### src/rtl/lbce_pkg.sv
// ----------------------------------------------------------------------------
// lbce_pkg
// Shared constants, payload structs and command codes for the label bitset
// combine and extract block.
// ----------------------------------------------------------------------------
package lbce_pkg;

  localparam int LABEL_WORDS     = 16;
  localparam int MAX_LABELS      = 64;
  localparam int WORD_W          = 64;

  localparam int WIDX_W     = $clog2(LABEL_WORDS);
  localparam int LBL_W      = $clog2(MAX_LABELS);
  localparam int TBL_DEPTH  = MAX_LABELS * LABEL_WORDS;
  localparam int BIT_W      = $clog2(WORD_W);
  localparam int MAX_POINTS = WORD_W * LABEL_WORDS;
  localparam int WCNT_W     = $clog2(LABEL_WORDS + 1);

  localparam int LABEL_IN_W = 16;
  localparam int PTS_W      = 11;
  localparam int LCNT_W     = 7;
  localparam int PID_W      = 10;
  localparam int WU_W       = PTS_W + 1 - BIT_W;

  localparam int CFG_W     = 11;
  localparam int CFG_IDX_W = 2;

  localparam int Q_DEPTH = 2;
  localparam int Q_PTR_W = 1;
  localparam int Q_CNT_W = 2;

  localparam logic [CFG_IDX_W-1:0] CFG_COMBINE_OP  = 2'd0;
  localparam logic [CFG_IDX_W-1:0] CFG_POINT_COUNT = 2'd1;
  localparam logic [CFG_IDX_W-1:0] CFG_LABEL_COUNT = 2'd2;

  typedef enum logic [1:0] {
    MODE_LOAD    = 2'd0,
    MODE_BEGIN   = 2'd1,
    MODE_ADD     = 2'd2,
    MODE_EXTRACT = 2'd3
  } mode_t;

  typedef struct packed {
    mode_t                   mode;
    logic [LABEL_IN_W-1:0]   label;
    logic [WIDX_W-1:0]       word_index;
    logic [WORD_W-1:0]       word_data;
  } in_word_t;

  typedef struct packed {
    logic [PID_W-1:0] point;
    logic             found;
    logic             last;
  } result_t;

  typedef struct packed {
    mode_t              op;
    logic               label_ok;
    logic [LBL_W-1:0]   lbl;
    logic [WIDX_W-1:0]  widx;
    logic [WORD_W-1:0]  data;
  } cmd_t;

endpackage

### src/rtl/lbce_front.sv
// ----------------------------------------------------------------------------
// lbce_front
// Accepts input words, classifies label ranges and queues commands for the
// back end in a two-entry queue.
// ----------------------------------------------------------------------------
module lbce_front (
  input  logic                        clk,
  input  logic                        rst,
  input  logic                        start,
  input  lbce_pkg::in_word_t          cmd,
  output logic                        busy,
  input  logic [lbce_pkg::LCNT_W-1:0] label_count,
  output logic                        q_valid,
  output lbce_pkg::cmd_t              q_cmd,
  input  logic                        pop
);

  lbce_pkg::cmd_t                   entries [lbce_pkg::Q_DEPTH];
  logic [lbce_pkg::Q_PTR_W-1:0]     wr_ptr;
  logic [lbce_pkg::Q_PTR_W-1:0]     rd_ptr;
  logic [lbce_pkg::Q_CNT_W-1:0]     count;
  logic                             push;
  logic                             table_ok;
  logic                             count_ok;
  lbce_pkg::cmd_t                   classified;

  assign busy    = (count == lbce_pkg::Q_CNT_W'(lbce_pkg::Q_DEPTH));
  assign push    = start && !busy;
  assign q_valid = (count != '0);
  assign q_cmd   = entries[rd_ptr];

  always_comb begin
    table_ok = (cmd.label[lbce_pkg::LABEL_IN_W-1:lbce_pkg::LBL_W] == '0);
    count_ok = (cmd.label < lbce_pkg::LABEL_IN_W'(label_count));
    classified.op   = cmd.mode;
    classified.lbl  = cmd.label[lbce_pkg::LBL_W-1:0];
    classified.widx = cmd.word_index;
    classified.data = cmd.word_data;
    unique case (cmd.mode)
      lbce_pkg::MODE_ADD:  classified.label_ok = table_ok && count_ok;
      lbce_pkg::MODE_LOAD: classified.label_ok = table_ok;
      default:             classified.label_ok = 1'b0;
    endcase
  end

  always_ff @(posedge clk) begin
    if (push) begin
      entries[wr_ptr] <= classified;
    end
    if (rst) begin
      wr_ptr <= '0;
      rd_ptr <= '0;
      count  <= '0;
    end else begin
      if (push) begin
        wr_ptr <= wr_ptr + lbce_pkg::Q_PTR_W'(1);
      end
      if (pop) begin
        rd_ptr <= rd_ptr + lbce_pkg::Q_PTR_W'(1);
      end
      if (push && !pop) begin
        count <= count + lbce_pkg::Q_CNT_W'(1);
      end else if (pop && !push) begin
        count <= count - lbce_pkg::Q_CNT_W'(1);
      end
    end
  end

  assert property (@(posedge clk) disable iff (rst)
    count <= lbce_pkg::Q_CNT_W'(lbce_pkg::Q_DEPTH))
    else $error("Command queue count exceeds its depth.");

  assert property (@(posedge clk) disable iff (rst) pop |-> count != '0)
    else $error("Command queue popped while empty.");

endmodule

### config.mk
export PLATFORM = sky130hd
export DESIGN_NAME = lbce_front
export DESIGN_NICKNAME = d
export VERILOG_FILES = /design/src/rtl/lbce_pkg.sv /design/src/rtl/lbce_front.sv
export SDC_FILE = /design/constraint.sdc
export NUM_CORES = 1
export LEC_CHECK = 0
export BUFFER_PORTS_ARGS = -buffer_cell sky130_fd_sc_hd__buf_4
export CORE_MARGIN = 2
export CORE_UTILIZATION = 35
export DETAILED_ROUTE_END_ITERATION = 6
export GPL_ROUTABILITY_DRIVEN = 1
export GPL_TIMING_DRIVEN = 0
export PLACE_DENSITY_LB_ADDON = 0.3
export SLEW_MARGIN = 25
export SYNTH_ARGS = -nofsm -noshare
export SYNTH_HDL_FRONTEND = slang
export SYNTH_SLANG_ARGS = --single-unit
export TNS_END_PERCENT = 50
### constraint.sdc
create_clock -name clk -period 5.3 [get_ports clk]
set_input_delay 0.265 -clock clk [delete_from_list [all_inputs] [get_ports clk]]
set_output_delay 0.265 -clock clk [all_outputs]
set_load 0.01 [all_outputs]
=== Word level (Yosys, flattened, before mapping) ===
Memory sizes are Yosys's and may differ from the RTL's. A register that Yosys moved wholly into a read port is not among the register bits.
Index checks and enable logic that the tools add are counted.

* Add/subtract/negate cells: 4
* Multipliers: 0
* Divide/modulo/power cells: 0
* $lt $le $gt $ge: 1
* Equality and inequality tests: 2
* Shifts and indexed selects: 0
* Multiplexer cells: 7
* Bitwise logic cells: 0
* Reductions and logical operators: 11

{| class="wikitable"
|+ Operators by type and width
! kind !! number
|-
| 16-bit by 7-bit less-than comparator with 1-bit output || 1
|-
| 10-bit logical NOT || 1
|-
| 2-bit == test (second input constant) || 2
|-
| 1-bit logical AND || 4
|-
| 1-bit 2-to-1 mux || 4
|-
| 2-bit 2-to-1 mux || 2
|-
| 2-bit nonzero test || 2
|-
| 1-bit logical NOT || 3
|-
| 1-bit adder (second input constant) || 2
|-
| 2-bit by 1-bit adder with 2-bit output (second input constant) || 1
|-
| 2-bit logical NOT || 1
|-
| 1-bit one-hot mux with 2 select lines || 1
|-
| 2-bit by 1-bit subtractor with 2-bit output (second input constant) || 1
|}

* Register bits after elaboration: 4
* Latch bits: 0
* Memory bits (writable): 154
* Bits in read-only memories: 0
* Input bits: 97
* Output and inout bits: 79
* Logic and storage cells: 29
* Memories: 1

{| class="wikitable"
|+ Memory list
! name !! depth !! width !! rd ports !! clocked after memory_dff !! wr ports !! line !! text
|-
| entries || 2 || 77 || 1 || 1 || 1 || lbce_front.sv:18 || <nowiki>lbce_pkg::cmd_t entries [lbce_pkg::Q_DEPTH];</nowiki>
|}

=== Logic depth before layout (Yosys ltp) ===
* Word-level depth: 7
* Mapped depth: 7
* Gate-level depth less buffers: 7

=== Least setup slack after synthesis ===
No wires, ideal clock.

* Kind: register -> register
* Start point: register count[0] (netlist bit)
* End point: memory entries[0][0] (netlist bit) (enable)
* Setup time: 513 ps
* Arrival time: 3817 ps
* Data required time: 4787 ps
* Setup slack: 970 ps
* Stages on the path, launching flop included: 4
* Buffers on the path: 0
* Clock period less this slack: 4330 ps
* Cell sequence: dfxtp_1 > nand2b_1 > nand2_1 > nor2_1

* Longest elaborated chain between the ends: 5

{| class="wikitable"
|+ Ends and longest elaborated chain
! item !! line !! text
|-
| from (decl) || lbce_front.sv:21 || <nowiki>logic [lbce_pkg::Q_CNT_W-1:0] count;</nowiki>
|-
| from (signal assigned) || lbce_front.sv:62 || <nowiki>count <= count + lbce_pkg::Q_CNT_W'(1);</nowiki>
|-
| from (signal assigned) || lbce_front.sv:64 || <nowiki>count <= count - lbce_pkg::Q_CNT_W'(1);</nowiki>
|-
| 2-bit == test || lbce_front.sv:27 || <nowiki>assign busy = (count == lbce_pkg::Q_CNT_W'(lbce_pkg::Q_DEPTH));</nowiki>
|-
| 1-bit logical NOT || lbce_front.sv:28 || <nowiki>assign push = start && !busy;</nowiki>
|-
| 1-bit logical AND || lbce_front.sv:28 ||
|-
| 1-bit 2-to-1 mux || lbce_front.sv:47 || <nowiki>if (push) begin</nowiki>
|-
| 1-bit 2-to-1 mux (implied by the code) || lbce_front.sv:48 || <nowiki>entries[wr_ptr] <= classified;</nowiki>
|-
| to (decl) || lbce_front.sv:18 ||
|}

Every way passes these cells.

==> summary.md <==
| Metric | Value |
|---|---|
| Top delay family on crit path | `buffers and inverters` |
| Hpwl dp | `7870 um` |
| Chip Height | `136 um` |
| Final Setup Violations | `0` |
| Hold Startpoint | `cmd[5]` |
| Synth top area share | `0.759` |
| Seq/Total Area, Yosys | `0.775` |
| Commonest cells post-synth | `edfxtp_1, mux2_2, mux2_4` |
| Design area | `8380 sq um` |
| Synth unique cells | `28` |
| Congestion Overflow GR | `0` |
| Number of gates resized after CTS | `0` |
| Ys Warns | `0` |
| H-tree levels | `4` |
| Number of buffers created by CTS | `17` |
| GRT Resource Usage Total | `0.128` |
| Status | `completed` |
| Final non-filler cell total | `727` |
| CP max stage cell | `dfxtp_1` |
| Quantity of I/O buffers inserted on ports | `175` |
| Share of cells above drive strength 1 | `0.594` |
| Critical-path cell list | `buf_6 > buf_6 > buf_8 > mux2_4 > buf_4` |
| Max-cap violations | `0` |
| Peak supply drop | `0.282 mV` |
| IO Count | `176` |
| Nets | `593` |
| DR vias | `3259` |
| DR WL/cell | `15.8 um` |
| LEAKAGE | `0.00328 uW` |
| Initial antenna violation count | `0` |
| FF-to-FF setup slack | `3.47 ns` |
| Vias in the first global route | `3513` |
| Std-Cell Rows | `48` |
| Final GP Congestion | `0.759` |
| Total wire length | `11500 um` |
| Placed instance area | `7790 sq um` |
| Vias/cell | `4.48` |
| Hold Path Depth | `1` |
| Fin crit share | `0.366` |
| Worst setup SP type | `register` |
| Clock root buffer | `clkbuf_16` |
| Worst path buffer plus inverter count | `4` |
| Critical path type | `register to output port` |
| First-pass GRT wire length | `17700 um` |
| Mapped Cells | `290` |
| Chip width | `136 um` |
| Element type at the critical path end | `output port` |
| Power Total | `3360 uW` |
| Most common cell on crit path | `buf_6` |
| Seq cells post-synth | `159` |
| Final Max Slew Viols | `0` |
| Largest net degree at the start of global routing | `43` |
| Final Hold Vio Count | `0` |
| RSZ-0062 raised after global routing | `no` |
| Final min period | `1.94 ns` |
| Worst-Skew Late Latency | `0.41 ns` |
| Worst reg2reg path startpoint | `count[0]` |
| Asr flop ratio synth | `0` |
| Top FF cell, synth | `edfxtp_1` |
| HP Class | `input port to register` |
| Tightest Pin Transition | `0.563 ns` |
| Clock-pin slew on the worst setup and hold paths | `0.07 ns` |
| Crit-path max cell delay | `0.32 ns` |
| Die Area | `18500 sq um` |
| Layout Skew | `0.00649 ns` |
| Fill count | `1504` |
| First drt pass iteration count | `4` |
| Clock Path Buffers | `2` |
| Synth top area cells | `edfxtp_1, mux2_2, mux2_4, dfxtp_1, ha_1` |
| R2R depth | `3` |
| CP max FO | `10` |
| TritonCTS clock tree | `yes` |
| DR DRC count | `0` |
| Slew margin rel. | `0.625` |
| Placed cell count | `694` |
| Antenna-violating nets left | `0` |
| Required time worst endpoint | `5.04 ns` |
| Mean Syn Cell Area | `21.0 sq um` |
| Setup TNS Final | `0 ns` |
| RR Endpoint | `entries[1][61]` |
| P&R area growth vs syn | `37.5%` |
| Hold Path Sink | `entries[0][5]` |
| Max Clock Freq | `516 MHz` |
| Initial DRC Count | `159` |
| Worst Path Arrival | `1.67 ns` |
| Top-count cell post-synth | `edfxtp_1` |
| N_diodes | `0` |
| Post-synthesis cell area | `6090 sq um` |
| Clock Sinks | `159` |
| Number of synthesized flops with an enable pin | `154` |
| Core area | `17200 sq um` |
| Initial cell density of the core | `0.355` |
| Syn nets | `394` |
| Top cell type by total area after synthesis | `edfxtp_1` |
| Power Dens Cells | `401 nW/um^2` |
## where the power goes
part	internal, uW	leakage [uW]	switching [uW]	total (uW)
clock network	707	0.000273	481	1190
logic	320	0.00153	270	590
registers	1550	0.00148	34.1	1580
## metal layers
| metal | part of all wire | track usage | vias to the layer above |
|---|---|---|---|
| met2 | 0.52 | 0.217 | 99 |
| li1 | - | - | 1537 |
| met3 | 0.069 | 0.0563 | 5 |
| met1 | 0.40 | 0.146 | 1618 |
| met4 | 0.0070 | 0.0417 | 0 |
| met5 | 0 | 0 | - |
## stage by stage
step / hold WS, ns / setup slack (ns) / utilization
after detailed placement: 0.453 / 3.45 / 0.453
after global placement: 0.450 / -0.890 / 0.448
after floorplan: 0.334 / 0.970 / -
after CTS: 0.00392 / 3.31 / 0.487
after global routing: 0.00132 / 3.24 / 0.488
final: 0.0332 / 3.36 / 0.488
## sequential cells by signal, indices dropped and copies added (netlist names), named ones only
| name | count |
|---|---|
| count | 2 |
| entries | 154 |
| rd_ptr | 1 |
| wr_ptr | 1 |
## cell usage in the layout (no fill, tap or decap), types with 2 or more instances in the layout
master	netlist	routed
clkinv_4	0	2
inv_1	9	9
dfxtp_1	5	5
mux2_2	47	47
clkbuf_16	0	17
inv_6	0	2
clkinvlp_4	0	4
buf_2	4	4
bufinv_16	0	2
buf_8	3	3
clkinv_2	0	2
nor4_1	2	2
edfxtp_1	154	154
buf_6	2	2
mux2_4	30	30
o21ai_0	3	3
nor2_1	5	4
buf_12	0	3
buf_4	0	175
xor2_1	3	3
ha_1	7	7
## worst register-to-register path: cells and delay by family, from the launching register on
family | cells | cell delay [ns]
flops | 1 | 0.40
simple gates | 2 | 0.75
buf+inv | 1 | 0.34
## how the worst max path moves through the flow
stage	start	endpoint	slack (ns)	cells after the start
after floorplan	count[0]	entries[0][0]	0.97	3
final	register	q_cmd[46]	3.36	5
after CTS	register	q_cmd[65]	3.31	5
after global placement	count[0]	entries[0][56]	-0.89	3
after global routing	register	q_cmd[65]	3.24	5
after detailed placement	count[0]	entries[1][30]	3.45	3
## cell families (layout without fill, tap and decap cells)
logic type	Yosys count	after routing	synth area share
DFF	159	159	0.775
and+or+nand+nor	17	17	0.0156
buffers and inverters	18	230	0.0199
AOI/OAI and AO/OA	8	8	0.00821
muxes	77	77	0.161
adders and majority gates	7	7	0.0144
xor gates and xnor gates	4	4	0.00575
## cell type report
class                   count  area, sq um  area share
inverters                   9         33.8     0.00403
clock buffers              19          443      0.0529
plain buffers               9         87.6      0.0105
flip-flops and latches    159         4720       0.564
clock inverters            13          139      0.0166
well taps                 225          282      0.0336
multi-input cells         113         1260       0.150
repair buffers            180         1410       0.168
## repair_timing
action | 4_1_cts | 5_1_grt
hold buffers | 0 | 1
buffers inserted | 0 | 0
hold endpoints to repair | 0 | 2
Note: power is estimated with default switching activity, not from simulation.
